File: src/hw/rtl/rtcp_pkg.sv
`default_nettype none

package rtcp_pkg;

  localparam int unsigned PixW = 8;
  localparam int unsigned NumW = 2 * PixW;
  localparam int unsigned BitsPerStage = 2;
  localparam int unsigned DivStages = PixW / BitsPerStage;

  localparam logic [PixW-1:0] FullScale = 8'd255;

  typedef logic [PixW-1:0] pix_t;
  typedef logic [NumW-1:0] num_t;

endpackage

`default_nettype wire

File: src/hw/rtl/rtcp_div.sv
`default_nettype none

// Pipelined restoring divider, two quotient bits per stage.
// Requires num_i[15:8] < den_i and den_i != 0 (quotient fits in 8 bits).
module rtcp_div (
  input  wire logic          clk_i,
  input  wire rtcp_pkg::num_t num_i,
  input  wire rtcp_pkg::pix_t den_i,
  output rtcp_pkg::pix_t      quo_o
);

  localparam int unsigned W = rtcp_pkg::PixW;
  localparam int unsigned S = rtcp_pkg::DivStages;
  localparam int unsigned B = rtcp_pkg::BitsPerStage;

  function automatic logic [W:0] div_step(input logic [W-1:0] rem, input logic nb,
                                          input logic [W-1:0] den);
    logic [W:0] t;
    logic [W:0] diff;
    logic [W:0] res;
    t    = {rem, nb};
    diff = t - {1'b0, den};
    if (t >= {1'b0, den}) begin
      res = {1'b1, diff[W-1:0]};
    end else begin
      res = {1'b0, t[W-1:0]};
    end
    return res;
  endfunction

  logic [W-1:0] rem_q [S];
  logic [W-1:0] lo_q  [S];
  logic [W-1:0] quo_q [S];
  logic [W-1:0] den_q [S];

  for (genvar k = 0; k < S; k++) begin : g_stage
    logic [W-1:0] rem_in;
    logic [W-1:0] lo_in;
    logic [W-1:0] quo_in;
    logic [W-1:0] den_in;
    logic [W-1:0] rem_d;
    logic [W-1:0] lo_d;
    logic [W-1:0] quo_d;

    if (k == 0) begin : g_first
      assign rem_in = num_i[rtcp_pkg::NumW-1:W];
      assign lo_in  = num_i[W-1:0];
      assign quo_in = '0;
      assign den_in = den_i;
    end else begin : g_next
      assign rem_in = rem_q[k-1];
      assign lo_in  = lo_q[k-1];
      assign quo_in = quo_q[k-1];
      assign den_in = den_q[k-1];
    end

    always_comb begin
      logic [W:0] st;
      logic [W-1:0] r;
      logic [W-1:0] q;
      r = rem_in;
      q = quo_in;
      for (int unsigned j = 0; j < B; j++) begin
        st = div_step(r, lo_in[W-1-j], den_in);
        r  = st[W-1:0];
        q  = {q[W-2:0], st[W]};
      end
      rem_d = r;
      quo_d = q;
      lo_d  = lo_in << B;
    end

    always_ff @(posedge clk_i) begin
      rem_q[k] <= rem_d;
      lo_q[k]  <= lo_d;
      quo_q[k] <= quo_d;
      den_q[k] <= den_in;
    end
  end

  assign quo_o = quo_q[S-1];

endmodule

`default_nettype wire

File: src/hw/rtl/rgb_to_cmyk_pixel.sv
`default_nettype none

// RGB to CMYK pixel converter, 8 bits per component.
// Input: a pixel (red_i, green_i, blue_i) transfers at a rising edge with
// start high and busy low. busy is tied low: a pixel may enter every cycle.
// Output: valid_o strobes for exactly one cycle with cyan_o, magenta_o,
// yellow_o and black_o; the receiver takes it at the edge ending that cycle.
// black = 255 - max(r,g,b); each ink = floor((max - chan) * 255 / max),
// and a pure black pixel gives zero inks with black 255.
// Throughput: one pixel per cycle, set by the pipelined dividers
// (two quotient bits per stage, four stages) after a max/difference stage
// and a scale-by-255 stage.
// Reset clears only the valid pipeline; data in flight at reset is dropped.
// The receiver cannot stall, so nothing is ever held back.
module rgb_to_cmyk_pixel (
  input  wire logic           clk_i,
  input  wire logic           rst_ni,
  input  wire logic           start,
  output logic                busy,
  input  wire rtcp_pkg::pix_t red_i,
  input  wire rtcp_pkg::pix_t green_i,
  input  wire rtcp_pkg::pix_t blue_i,
  output logic                valid_o,
  output rtcp_pkg::pix_t      cyan_o,
  output rtcp_pkg::pix_t      magenta_o,
  output rtcp_pkg::pix_t      yellow_o,
  output rtcp_pkg::pix_t      black_o
);

  localparam int unsigned S = rtcp_pkg::DivStages;
  localparam int unsigned Lat = S + 2;
  localparam int unsigned W = rtcp_pkg::PixW;

  assign busy = 1'b0;

  logic [Lat-1:0] vld_q;
  logic           take;
  assign take = start && !busy;

  always_ff @(posedge clk_i or negedge rst_ni) begin
    if (!rst_ni) begin
      vld_q <= '0;
    end else begin
      vld_q <= {vld_q[Lat-2:0], take};
    end
  end

  // stage 1: max, differences, black
  rtcp_pkg::pix_t mx;
  rtcp_pkg::pix_t dr_q, dg_q, db_q, den1_q, blk1_q;

  always_comb begin
    mx = red_i;
    if (green_i > mx) begin
      mx = green_i;
    end
    if (blue_i > mx) begin
      mx = blue_i;
    end
  end

  always_ff @(posedge clk_i) begin
    dr_q   <= mx - red_i;
    dg_q   <= mx - green_i;
    db_q   <= mx - blue_i;
    den1_q <= (mx == '0) ? W'(1) : mx;
    blk1_q <= rtcp_pkg::FullScale - mx;
  end

  // stage 2: scale by 255
  function automatic rtcp_pkg::num_t scale(input rtcp_pkg::pix_t d);
    return {d, {W{1'b0}}} - {{W{1'b0}}, d};
  endfunction

  rtcp_pkg::num_t nr_q, ng_q, nb_q;
  rtcp_pkg::pix_t den2_q;
  rtcp_pkg::pix_t blk_q [S+1];

  always_ff @(posedge clk_i) begin
    nr_q     <= scale(dr_q);
    ng_q     <= scale(dg_q);
    nb_q     <= scale(db_q);
    den2_q   <= den1_q;
    blk_q[0] <= blk1_q;
    for (int unsigned k = 1; k <= S; k++) begin
      blk_q[k] <= blk_q[k-1];
    end
  end

  rtcp_div u_div_c (.clk_i(clk_i), .num_i(nr_q), .den_i(den2_q), .quo_o(cyan_o));
  rtcp_div u_div_m (.clk_i(clk_i), .num_i(ng_q), .den_i(den2_q), .quo_o(magenta_o));
  rtcp_div u_div_y (.clk_i(clk_i), .num_i(nb_q), .den_i(den2_q), .quo_o(yellow_o));

  assign black_o = blk_q[S];
  assign valid_o = vld_q[Lat-1];

endmodule

`default_nettype wire
File: config.mk
export PLATFORM = sky130hd
export DESIGN_NAME = rgb_to_cmyk_pixel
export DESIGN_NICKNAME = d
export VERILOG_FILES = /design/src/hw/rtl/rtcp_pkg.sv /design/src/hw/rtl/rtcp_div.sv /design/src/hw/rtl/rgb_to_cmyk_pixel.sv
export SDC_FILE = /design/constraint.sdc
export NUM_CORES = 1
export LEC_CHECK = 0
export BUFFER_PORTS_ARGS = -buffer_cell sky130_fd_sc_hd__buf_2
export CAP_MARGIN = 20
export CORE_ASPECT_RATIO = 1.75
export CORE_MARGIN = 8
export CORE_UTILIZATION = 25
export DETAILED_ROUTE_END_ITERATION = 8
export PLACE_DENSITY = 0.44
export REMOVE_ABC_BUFFERS = 1
export SKIP_CTS_REPAIR_TIMING = 1
export SLEW_MARGIN = 30
export SYNTH_ARGS = -nofsm -noshare
export SYNTH_HDL_FRONTEND = slang
export SYNTH_SLANG_ARGS = --single-unit
File: constraint.sdc
create_clock -name clk_i -period 4.3 [get_ports clk_i]
set_input_delay 0.43 -clock clk_i [delete_from_list [all_inputs] [get_ports clk_i]]
set_output_delay 0.43 -clock clk_i [all_outputs]
set_load 0.01 [all_outputs]
==> results of run 1 <==
-- placed cells by master, fill, tap and decap left out, drive strengths merged, types with 7 or more instances in the layout --
cell and instances:
mux2 132, xor2 63, and2 12, or2 22
inv 173, clkbuf 49, dfxtp 328, nor3 37
nand4 37, o311a 7, buf 316, a21oi 110
nor2 100, a31oi 19, o21ai 83, xnor2 83
nor2b 49, nand2b 34, nand2 43, a211oi 11
clkinv 7, ha 231, nand3 20, mux2i 24
fa 24, nand3b 11, o21bai 19, a21o 30
-- worst reg2reg max path, cell delays in order (launching register included) --
cell and delay [ns]:
dfxtp_1 0.33, inv_1 0.08, ha_1 0.32, a21oi_2 0.07, o21bai_2 0.21, a31oi_4 0.13, a211oi_2 0.30, nor2_1 0.07
buf_4 0.16, mux2_2 0.30, inv_1 0.06, ha_1 0.28, nor2b_1 0.13, o21ai_0 0.15, nand2b_1 0.10, nand3_1 0.11
a31oi_1 0.13, o21ai_1 0.16, buf_4 0.15, o311a_1 0.21, buf_12 0.14, mux2_2 0.35
-- kinds of logic after synthesis --
logic type	after synthesis	share of synthesized area (%)
AO/OA/AOI/OAI	305	10.52
XOR/XNOR	146	7.227
adder cells (fa/ha/maj)	255	19.05
buffers and inverters	195	4.434
flip-flops	334	37.96
multiplexers	156	9.780
other	1	0.02119
AND/OR/NAND/NOR	376	11.00
-- sequential cells by signal, summed over array words and instances (netlist names), 16 cells and up --
register	count
nb_q	16
u_div_y.den_q	16
u_div_y.rem_q	24
ng_q	16
nr_q	16
blk_q	40
u_div_m.quo_q	20
u_div_c.rem_q	24
u_div_c.quo_q	20
u_div_y.quo_q	20
u_div_m.rem_q	24
-- layout make-up --
cell class	count	area [sq um]
Fill cell	7322	47430
Sequential cell	334	6718
Multi-Input combinational cell	1239	10680
Clock inverter	18	265.3
Tap cell	917	1147
Timing Repair Buffer	318	2380
Clock buffer	49	1094
Inverter	173	659.4
-- metal layers --
metal | GRT usage, % | part of all wire (%) | vias to the layer above
li1 | - | - | 6803
met1 | 10.18 | 33 | 6125
met2 | 24.71 | 57 | 212
met3 | 1.315 | 2.3 | 131
met4 | 7.966 | 7.2 | 0
met5 | 0 | 0 | -
-- through the flow --
step / utilization, % / instance area [sq um] / setup TNS [ns] / hold slack, ns
after CTS: 31.62 / 22250 / -2.236 / -0.3574
after global routing: 32.60 / 22940 / -0.5739 / 0.2167
final: 32.60 / 22940 / 0 / 0.2292
after detailed placement: 29.68 / 20890 / -11.79 / 0.2562
after global placement: 29.68 / 20890 / -8.602 / 0.2517
after floorplan: - / 17560 / -17.51 / 0.1344
-- worst paths after layout --
| kind | slack [ns] | from | to | cells past startpoint |
|---|---|---|---|---|
| worst max-delay path | 0.07 | red_i[7] | dg_q[7] | 28 |
| worst min-delay path | 0.23 | rst_ni | vld_q[0] | 2 |
| worst max register to register | 0.21 | u_div_y.den_q[0][1] | u_div_m.rem_q[1][7] | 21 |
| worst min register to register | 0.32 | u_div_c.lo_q[0][2] | u_div_c.lo_q[1][4] | 0 |
| max in group asynchronous | 3.93 | rst_ni | vld_q[2] | 2 |
| min in group clk_i | 0.24 | blue_i[0] | db_q[0] | 3 |
==> out/qor.log, run 1 <==
INFO  grt            grt_max_degree=16
INFO  timing         report.final.hold_viol_count=0
INFO  yosys          async_reset_ff_share=1.796%
INFO  yosys          synth_area=17690squm
INFO  detailed_routing drtIter0Drc=287
INFO  timing         tightestPinTransition=0.5619ns
INFO  setup_path     arrival_time_worst_endpoint=4.67ns
INFO  setup_path     cp_max_fo=4
INFO  yosys          synth.ff_latch_count=334
INFO  yosys          yosys.area.top_type=dfxtp_1
INFO  cts            cts_made_buffers=37
INFO  yosys          synth_area_leaders=dfxtp_1 37%, ha_1 16%, mux2_2 8.3%, xnor2_1 4.1%, inv_1 3.7%
INFO  floorplan      initial_core_util=25.14%
INFO  yosys          synth_edf_count=0
INFO  min_path       worstHoldPathType=in -> async
INFO  cts            cts_tree=yes
INFO  timing         setup_viol=0
INFO  floorplan      floorplan.die_area=79880squm
INFO  place          dp.final_hpwl=39830um
INFO  setup_path     crit_path_max_incr_delay=0.29ns
INFO  detailed_routing post_drt_wl_per_cell=16.00um
INFO  cells_and_area finalNetCount=2385
INFO  yosys          ys_seq_area_share=37.96%
INFO  grt            grt_first_pass_wirelength=74540um
INFO  setup_path     crit_required=4.74ns
INFO  floorplan      top_level_ports=61
INFO  yosys          synthDistinctLibCells=57
INFO  timing         worst_slew_margin_rel=62.50%
INFO  setup_path     timing.critical_path.slowest_stage_cell=ha_1
INFO  yosys          yosys_most_used_dff=dfxtp_1
INFO  cts            insertion_delay=0.55ns
INFO  grt            via_count_of_the_first_global_routing_pass=14180
INFO  grt            grt_antenna_before_repair=0
INFO  timing         grt_setup_unrepaired=yes
INFO  detailed_routing totalWireLength=48780um
INFO  timing         final-max-slew-violation-count=0
INFO  grt            grt.total_usage=11.89%
INFO  yosys          synth.top_cell.area_share=37.11%
INFO  setup_path     cp_top_family=compound AO/OA/AOI/OAI gates
INFO  setup_path     critical-path-top-cell-by-count=nor2_2
INFO  yosys          syn-mean-instance-area=10.01squm
INFO  setup_path     critical_path.startpoint_type=primary input
INFO  place          port_buffers=59
INFO  cts            ctsLongestPathBuffers=3
INFO  yosys          synthCells=1768
INFO  yosys          ys_warn_count=0
INFO  yosys          ys_top_cells_by_count=328 x dfxtp_1, 231 x ha_1, 173 x inv_1
INFO  detailed_routing detail-route-antenna-nets=0
INFO  grt            grt-ovfl-total=0
INFO  place          detailedPlace.worstSlack=-0.8457ns
INFO  cells_and_area post_layout_nonfiller_instances=3048
INFO  cells_and_area flow.area_growth_from_synthesis=29.67%
INFO  setup_path     critical_path_class=in -> reg
INFO  floorplan      die_height=367.9um
INFO  setup_path     critical_path_buf_inv_count=5
INFO  place          place.detailed.instances=2962
INFO  setup_path     setup.worst_path.end_class=flip-flop
INFO  cells_and_area n_antenna_cell=0
INFO  detailed_routing dr_vias_cell=4.354
INFO  timing         timing.final.crit_period=4.228ns
INFO  detailed_routing total_number_of_vias=13270
INFO  job            cap_violations=0
INFO  yosys          synth.most_common_cell=dfxtp_1
INFO  cts            cts_root_buf=clkbuf_16
INFO  floorplan      rows=129
INFO  detailed_routing first_pass_iters=4
INFO  floorplan      core_area=70370squm
INFO  cells_and_area drive_above_1_share=29.52%
INFO  cts            cts.htree.levels=2
INFO  detailed_routing drc_errors=0
INFO  status         outcome=finished clean
INFO  cts            clk_pin_slew_worst_paths=0.06ns
INFO  cts            cts.sink_count=334
INFO  timing         worst_clock_skew=0.01838ns
INFO  timing         fmax=236.5MHz
INFO  place          gp_congestion=0.8811
INFO  timing         min_period_over_period=98.33%
INFO  floorplan      die_w=217.1um
INFO  timing         timing.final.ws_setup=0.07183ns
Power of run 1 is not shown: default switching activity piles up to over one toggle a cycle in this logic, so the estimate is an artifact.
==> inputs of run 2 (changes only) <==
--- a/config.mk
+++ b/config.mk
@@ -5,6 +5,7 @@
 export SDC_FILE = /design/constraint.sdc
 export NUM_CORES = 1
 export LEC_CHECK = 0
+export ABC_AREA = 1
 export BUFFER_PORTS_ARGS = -buffer_cell sky130_fd_sc_hd__buf_2
 export CAP_MARGIN = 20
 export CORE_ASPECT_RATIO = 1.75
==> run 2 against run 1 <==
Effect of this change:
- first-iteration DRC count is 17% higher
- worst setup slack better by 0.20 ns
- die area is 0.41% lower
- register-to-register slack better by 0.06 ns
- non-clock buffer count is 67 lower
- via count is 5.4% higher
- worst hold slack worse by 0.0043 ns
- critical path type is now reg -> reg
- clock skew is 0.0024 ns lower
- cell count is 7.3% higher
==> out/qor.log, run 2 <==
INFO  yosys          synth_edf_count=0 [unchanged]
INFO  floorplan      rows=129 [unchanged]
INFO  min_path       holdPathStages=3
INFO  setup_path     crit-reg2reg-capture=u_div_c.rem_q[0][7]
INFO  yosys          yosys.area.top_type=dfxtp_1
INFO  cts            cts.sink_count=334 [unchanged]
INFO  place          detailed_place.area=20130squm [-3.7%]
INFO  setup_path     critical_path.startpoint_type=flip-flop
INFO  yosys          ys_warn_count=0 [unchanged]
INFO  detailed_routing first_pass_iters=4 [unchanged]
INFO  timing         final-max-slew-violation-count=0 [unchanged]
INFO  floorplan      die_height=367.2um [-0.21%]
INFO  status         outcome=finished clean
INFO  yosys          synth.most_common_cell=dfxtp_1
INFO  detailed_routing drtIter0Drc=337 [+17%]
INFO  min_path       worstHoldPathType=in -> reg
INFO  floorplan      top_level_ports=61 [unchanged]
INFO  floorplan      floorplan.die_area=79550squm [-0.41%]
INFO  yosys          syn-mean-instance-area=8.514squm [-15%]
INFO  setup_path     r2r_start=den2_q[3]
INFO  cts            cts_tree=yes
INFO  timing         fmax=248.2MHz [+4.9%]
INFO  timing         worst_slew_margin_rel=51.63% [-11 points]
INFO  yosys          async_reset_ff_share=1.796% [unchanged]
INFO  cells_and_area post_layout_nonfiller_instances=3271 [+7.3%]
INFO  detailed_routing total_number_of_vias=13990 [+5.4%]
INFO  cells_and_area finalNetCount=2612 [+9.5%]
INFO  yosys          ys_top_cells_by_count=328 x dfxtp_1, 302 x inv_1, 283 x nand2_1
INFO  cells_and_area mostFrequentLayoutCell=dfxtp_1
INFO  setup_path     crit_start=den2_q[3]
INFO  setup_path     worst_setup_path_endpoint=u_div_c.rem_q[0][7]
INFO  yosys          synth_area_leaders=dfxtp_1 37%, ha_1 16%, inv_1 6.4%, nand2_1 6.0%, o21ai_0 4.9%
INFO  yosys          ys_seq_area_share=38.13% [+0.17 points]
INFO  setup_path     cp_max_fo=4 [unchanged]
INFO  yosys          synth.ff_latch_count=334 [unchanged]
INFO  place          place.detailed.instances=3174 [+7.2%]
INFO  cts            clk_pin_slew_worst_paths=0.06ns [about the same]
INFO  job            cap_violations=0 [unchanged]
INFO  detailed_routing detail-route-antenna-nets=0 [unchanged]
INFO  min_path       timing.hold.worst.start=blue_i[0]
INFO  setup_path     arrival_time_worst_endpoint=4.44ns [-0.23 ns]
INFO  place          dp.final_hpwl=39050um [-2.0%]
INFO  setup_path     r2r_setup_slack=0.27ns [+0.06 ns]
INFO  floorplan      die_w=216.7um [-0.20%]
INFO  grt            grt.total_usage=11.50% [-0.39 points]
INFO  cts            cts_made_buffers=36 [-2.7%]
INFO  grt            grt_first_pass_wirelength=72420um [-2.9%]
INFO  detailed_routing drc_errors=0 [unchanged]
INFO  setup_path     rr_worst_depth=25 [+19%]
INFO  grt            grt_max_degree=18 [+2]
INFO  detailed_routing dr_vias_cell=4.277 [-1.8%]
INFO  timing         tightestPinTransition=0.7255ns [+0.1636 ns]
INFO  timing         worst_clock_skew=0.01595ns [-0.002428 ns]
INFO  floorplan      initial_core_util=25.09% [-0.053 points]
INFO  cts            ctsLongestPathBuffers=3 [unchanged]
INFO  setup_path     crit_required=4.71ns [-0.03 ns]
INFO  yosys          synthCells=2069 [+17%]
INFO  detailed_routing totalWireLength=47360um [-2.9%]
INFO  setup_path     setup.worst_path.end_class=flip-flop
INFO  yosys          synth_area=17620squm [-0.44%]
INFO  cells_and_area final-seq-area=6721squm [about the same]
INFO  timing         min_period_over_period=93.69% [-4.6 points]
INFO  yosys          synthDistinctLibCells=53 [-7.0%]
INFO  yosys          yosys_most_used_dff=dfxtp_1
INFO  timing         timing.final.crit_period=4.029ns [-0.1994 ns]
INFO  cells_and_area n_antenna_cell=0 [unchanged]
INFO  yosys          synth.top_cell.area_share=37.28% [+0.16 points]
INFO  cells_and_area reg_with_most_ffs=blk_q
INFO  grt            via_count_of_the_first_global_routing_pass=14500 [+2.3%]
INFO  cts            cts.htree.levels=2 [unchanged]
INFO  cells_and_area layout.cells.most_common_list=324 x dfxtp_1, 291 x inv_1, 274 x nand2_1, 207 x ha_1, 180 x buf_4
INFO  cts            insertion_delay=0.53ns [-0.02 ns]
INFO  cts            cts_root_buf=clkbuf_16
INFO  timing         report.final.hold_viol_count=0 [unchanged]
INFO  timing         setup_viol=0 [unchanged]
INFO  setup_path     critical_path_class=reg -> reg
INFO  place          port_buffers=59 [unchanged]
INFO  grt            grt_antenna_before_repair=0 [unchanged]
INFO  detailed_routing post_drt_wl_per_cell=14.48um [-9.5%]
INFO  cells_and_area drive_above_1_share=19.07% [-10 points]
INFO  cells_and_area multi_input_area=10080squm [-5.6%]
INFO  cells_and_area fillCellCount=7321 [-0.014%]
INFO  grt            grt-ovfl-total=0 [unchanged]
INFO  cells_and_area largest_register_ffs=40 [unchanged]
INFO  place          gp_congestion=0.8602 [-2.4%]
INFO  floorplan      core_area=70210squm [-0.23%]
INFO  cells_and_area flow.area_growth_from_synthesis=26.07%
INFO  cells_and_area final_design_area_no_fill=22210squm [-3.2%]
run 2: changes by cell type in the layout (fill, tap and decap cells not counted), moves of 21 or more:
cell | previous run | this run
a21oi_1 | 87 | 138
buf_4 | 244 | 180
inv_1 | 167 | 291
mux2_2 | 129 | 7
mux2i_1 | 23 | 0
nand2_1 | 43 | 274
nand2b_1 | 34 | 2
nor2_1 | 91 | 132
nor2b_1 | 46 | 0
nor3_1 | 36 | 15
o21ai_0 | 65 | 150
xnor2_1 | 83 | 49
xor2_1 | 63 | 89
run 2: per-stage QoR:
stage	utilization, %	hold WS (ns)	setup TNS [ns]	setup WS, ns
floorplan	-	0.1344	0	0.06353
detailed placement	28.66	0.2602	-2.146	-0.1558
CTS	30.43	-0.3218	-2.545	-0.1173
finish	31.63	0.2249	0	0.2712
global placement	28.66	0.2552	-0.2778	-0.1427
global route	31.63	0.2087	-0.2028	-0.05323
run 2: worst min path at each step:
stage	slack, ns	to
2_1_floorplan	0.13	vld_q[0]
3_3_place_gp	0.26	vld_q[5]
3_5_place_dp	0.26	vld_q[5]
4_1_cts	-0.32	vld_q[5]
5_1_grt	0.21	db_q[0]
6_report	0.22	db_q[0]
run 2: critical path, stage by stage, from the launching register on:
cell and delay (ns):
dfxtp_2 0.36, clkinvlp_4 0.16, buf_12 0.17, ha_4 0.26, nand2_1 0.09, nor3_2 0.20
a21oi_2 0.10, o21ai_0 0.15, a21o_1 0.15, nand2_1 0.07, nand2_2 0.11, mux2_2 0.38
ha_4 0.24, nand2_1 0.06, nor2_1 0.05, a211oi_2 0.32, o21ai_1 0.13, nand2_1 0.08
nand2_1 0.06, a21oi_2 0.13, nor2_1 0.07, nor3_2 0.11, nand2b_1 0.13, buf_4 0.16
nand3b_1 0.07, o21ai_0 0.08
run 2: cell type report:
class	instances	share of cell area [%]
Multi-Input combinational cell	1402	45.38
Sequential cell	334	30.26
Timing Repair Buffer	251	8.327
Inverter	305	5.268
Tap cell	917	5.166
Clock buffer	45	4.530
Clock inverter	17	1.065
run 2: kinds of logic after synthesis:
kind of cell	after synthesis	synth area share [%]
and+or+nand+nor	585	14.82
DFF	334	38.13
AOI/OAI and AO/OA	413	12.97
buffers and inverters	336	7.614
adders and majority gates	255	19.13
xor gates and xnor gates	138	6.861
muxes	7	0.4475
other	1	0.02129
run 2: routing by layer:
metal  GRT usage [%]  vias to the layer above  routed length [um]
li1                -                     7341                   -
met1           9.080                     6316               15040
met2           24.58                      211               27780
met3           1.351                      122                 996
met4           8.175                        0                3545
met5               0                        -                   0
Power of run 2 is left out for the same reason.
==> inputs of run 3 (changes only) <==
--- a/config.mk
+++ b/config.mk
@@ -12,8 +12,10 @@
 export CORE_MARGIN = 8
 export CORE_UTILIZATION = 25
 export DETAILED_ROUTE_END_ITERATION = 8
+export GPL_TIMING_DRIVEN = 0
 export PLACE_DENSITY = 0.44
 export REMOVE_ABC_BUFFERS = 1
+export SETUP_SLACK_MARGIN = 0.02
 export SKIP_CTS_REPAIR_TIMING = 1
 export SLEW_MARGIN = 30
 export SYNTH_ARGS = -nofsm -noshare
==> run 3 against run 2 <==
Effect of this change:
- core utilization grew 0.47 points
- global-route usage down 0.64 points
- routed wire length fell by 3.4%
- first-iteration DRC count increased by 21%
- largest cell class unchanged
==> out/qor.log, run 3 (same netlist as run 2, synthesis figures left out) <==
INFO  grt            grt-ovfl-total=0 [unchanged]
INFO  timing         grt_setup_unrepaired=yes
INFO  grt            grt_first_pass_wirelength=69210um [-4.4%]
INFO  cts            cts.sink_count=334 [unchanged]
INFO  timing         setup_viol=0 [unchanged]
INFO  grt            via_count_of_the_first_global_routing_pass=13940 [-3.9%]
INFO  floorplan      rows=129 [unchanged]
INFO  timing         tightestPinTransition=0.6236ns [-0.1019 ns]
INFO  floorplan      floorplan.die_area=79550squm [unchanged]
INFO  cts            cts.htree.levels=2 [unchanged]
INFO  detailed_routing post_drt_wl_per_cell=14.08um [-2.8%]
INFO  setup_path     critical_path.startpoint_type=flip-flop
INFO  floorplan      top_level_ports=61 [unchanged]
INFO  place          gp_congestion=0.8484 [-1.4%]
INFO  detailed_routing dr_vias_cell=4.305 [+0.66%]
INFO  floorplan      die_w=216.7um [unchanged]
INFO  place          port_buffers=59 [unchanged]
INFO  grt            grt_max_degree=18 [unchanged]
INFO  cts            cts_tree=yes
INFO  cells_and_area post_layout_nonfiller_instances=3249 [-0.67%]
INFO  cts            ctsLongestPathBuffers=3 [unchanged]
INFO  job            cap_violations=0 [unchanged]
INFO  timing         timing.setup.tns=0ns [unchanged]
INFO  timing         final-max-slew-violation-count=0 [unchanged]
INFO  cells_and_area drive_above_1_share=21.57% [+2.5 points]
INFO  timing         min_period_over_period=95.53% [+1.8 points]
INFO  detailed_routing drc_errors=0 [unchanged]
INFO  detailed_routing drtIter0Drc=408 [+21%]
INFO  timing         hold_ws=0.1923ns [-0.03257 ns]
INFO  setup_path     crit_path_max_incr_delay=0.38ns [about the same]
INFO  cells_and_area n_antenna_cell=0 [unchanged]
INFO  min_path       worstHoldPathType=in -> reg
INFO  cells_and_area mostFrequentLayoutCell=dfxtp_1
INFO  cells_and_area layout.cells.most_common_list=313 x dfxtp_1, 274 x inv_1, 264 x nand2_1, 191 x ha_1, 149 x buf_4
INFO  grt            grt_antenna_before_repair=0 [unchanged]
INFO  setup_path     cp_top_family=simple AND/OR/NAND/NOR gates
INFO  timing         timing.final.crit_period=4.108ns [+0.07911 ns]
INFO  place          place.detailed.instances=3014 [-5.0%]
INFO  setup_path     crit_chain=clkinvlp_4 -> buf_4 -> ha_4 -> inv_1 -> nor3_2 -> nand4_1 -> nand2_1 -> inv_1 -> nand2_4 -> mux2_2 -> ha_4 -> nand2_1 -> nor2_1 -> a211oi_2 -> o21ai_2 -> nand2_1 -> nand2_1 -> a21oi_2 -> nor2_1 -> nor3_2 -> nand2b_4 -> clkinvlp_4 -> nand2_1 -> o21ai_0
INFO  timing         worst_slew_margin_rel=58.04% [+6.4 points]
INFO  timing         report.final.hold_viol_count=0 [unchanged]
INFO  detailed_routing first_pass_iters=4 [unchanged]
INFO  cts            insertion_delay=0.55ns [+0.02 ns]
INFO  floorplan      initial_core_util=25.09% [unchanged]
INFO  cells_and_area fin_util=32.10% [+0.47 points]
INFO  cells_and_area reg_with_most_ffs=blk_q
INFO  status         outcome=finished clean
INFO  cells_and_area largest_register_ffs=40 [unchanged]
INFO  timing         worst_clock_skew=0.01861ns [+0.002666 ns]
INFO  cells_and_area finalNetCount=2590 [-0.84%]
INFO  cts            clk_pin_slew_worst_paths=0.06ns [about the same]
INFO  setup_path     cp_max_fo=7 [+3]
INFO  setup_path     crit_required=4.77ns [+0.06 ns]
INFO  place          dp.final_hpwl=35350um [-9.5%]
INFO  grt            grt.total_usage=10.86% [-0.64 points]
INFO  cells_and_area fillCellCount=7265 [-0.76%]
INFO  setup_path     arrival_time_worst_endpoint=4.57ns [+0.13 ns]
INFO  setup_path     critical-path-top-cell-by-count=nand2_1
INFO  setup_path     timing.critical_path.slowest_stage_cell=mux2_2
INFO  floorplan      die_height=367.2um [unchanged]
INFO  detailed_routing detail-route-antenna-nets=0 [unchanged]
INFO  floorplan      core_area=70210squm [unchanged]
INFO  cts            cts_made_buffers=36 [unchanged]
INFO  detailed_routing totalWireLength=45750um [-3.4%]
INFO  timing         fmax=243.4MHz [-1.9%]
INFO  setup_path     critical_path_buf_inv_count=5 [+2]
INFO  setup_path     critical_path_class=reg -> reg
INFO  cts            cts_root_buf=clkbuf_16
INFO  detailed_routing total_number_of_vias=13990 [-0.014%]
INFO  setup_path     setup.worst_path.end_class=flip-flop
INFO  cells_and_area flow.area_growth_from_synthesis=27.93%
run 3: tightest hold or removal path, stage by stage:
cell   delay [ns]
buf_2        0.10
ha_1         0.13
inv_1        0.03
run 3: area by class of cell:
class                      instances  area [sq um]  share of cell area (%)
timing repair buffer             225          1682                   7.462
tap                              917          1147                   5.091
clock buffer                      46         989.7                   4.392
sequential                       334          6743                   29.92
multi-input combinational       1404         10530                   46.73
timing repair inverter             2         15.01                 0.06663
inverter                         305          1242                   5.513
clock inverter                    16         185.2                  0.8217
run 3: path summary, 6_finish.rpt:
check,startpoint,end,slack [ns],cells past startpoint
max in group asynchronous,rst_ni,vld_q[3],3.93,2
min in group asynchronous,rst_ni,vld_q[5],0.23,2
setup reg to reg,u_div_y.den_q[0][4],u_div_y.rem_q[1][5],0.19,24
hold / removal,blue_i[0],db_q[0],0.19,3
setup / recovery,u_div_y.den_q[0][4],u_div_y.rem_q[1][5],0.19,24
hold reg to reg,u_div_c.lo_q[0][2],u_div_c.lo_q[1][4],0.32,0
run 3: layer usage:
metal / global-route usage, % / part of all wire [%] / vias to the layer above
met4: 6.936 / 5.1 / 0
met2: 22.47 / 58 / 174
met3: 1.408 / 2.2 / 102
met1: 9.401 / 34 / 6400
li1: - / - / 7312
met5: 0 / 0 / -
run 3: stage by stage:
step / setup slack, ns / area (sq um)
global route: -0.06206 / 22540
global placement: -1.189 / 18860
detailed placement: -1.338 / 18860
finish: 0.1921 / 22540
CTS: -1.201 / 20040
floorplan: 0.06353 / 17420
Power of run 3 is left out for the same reason.
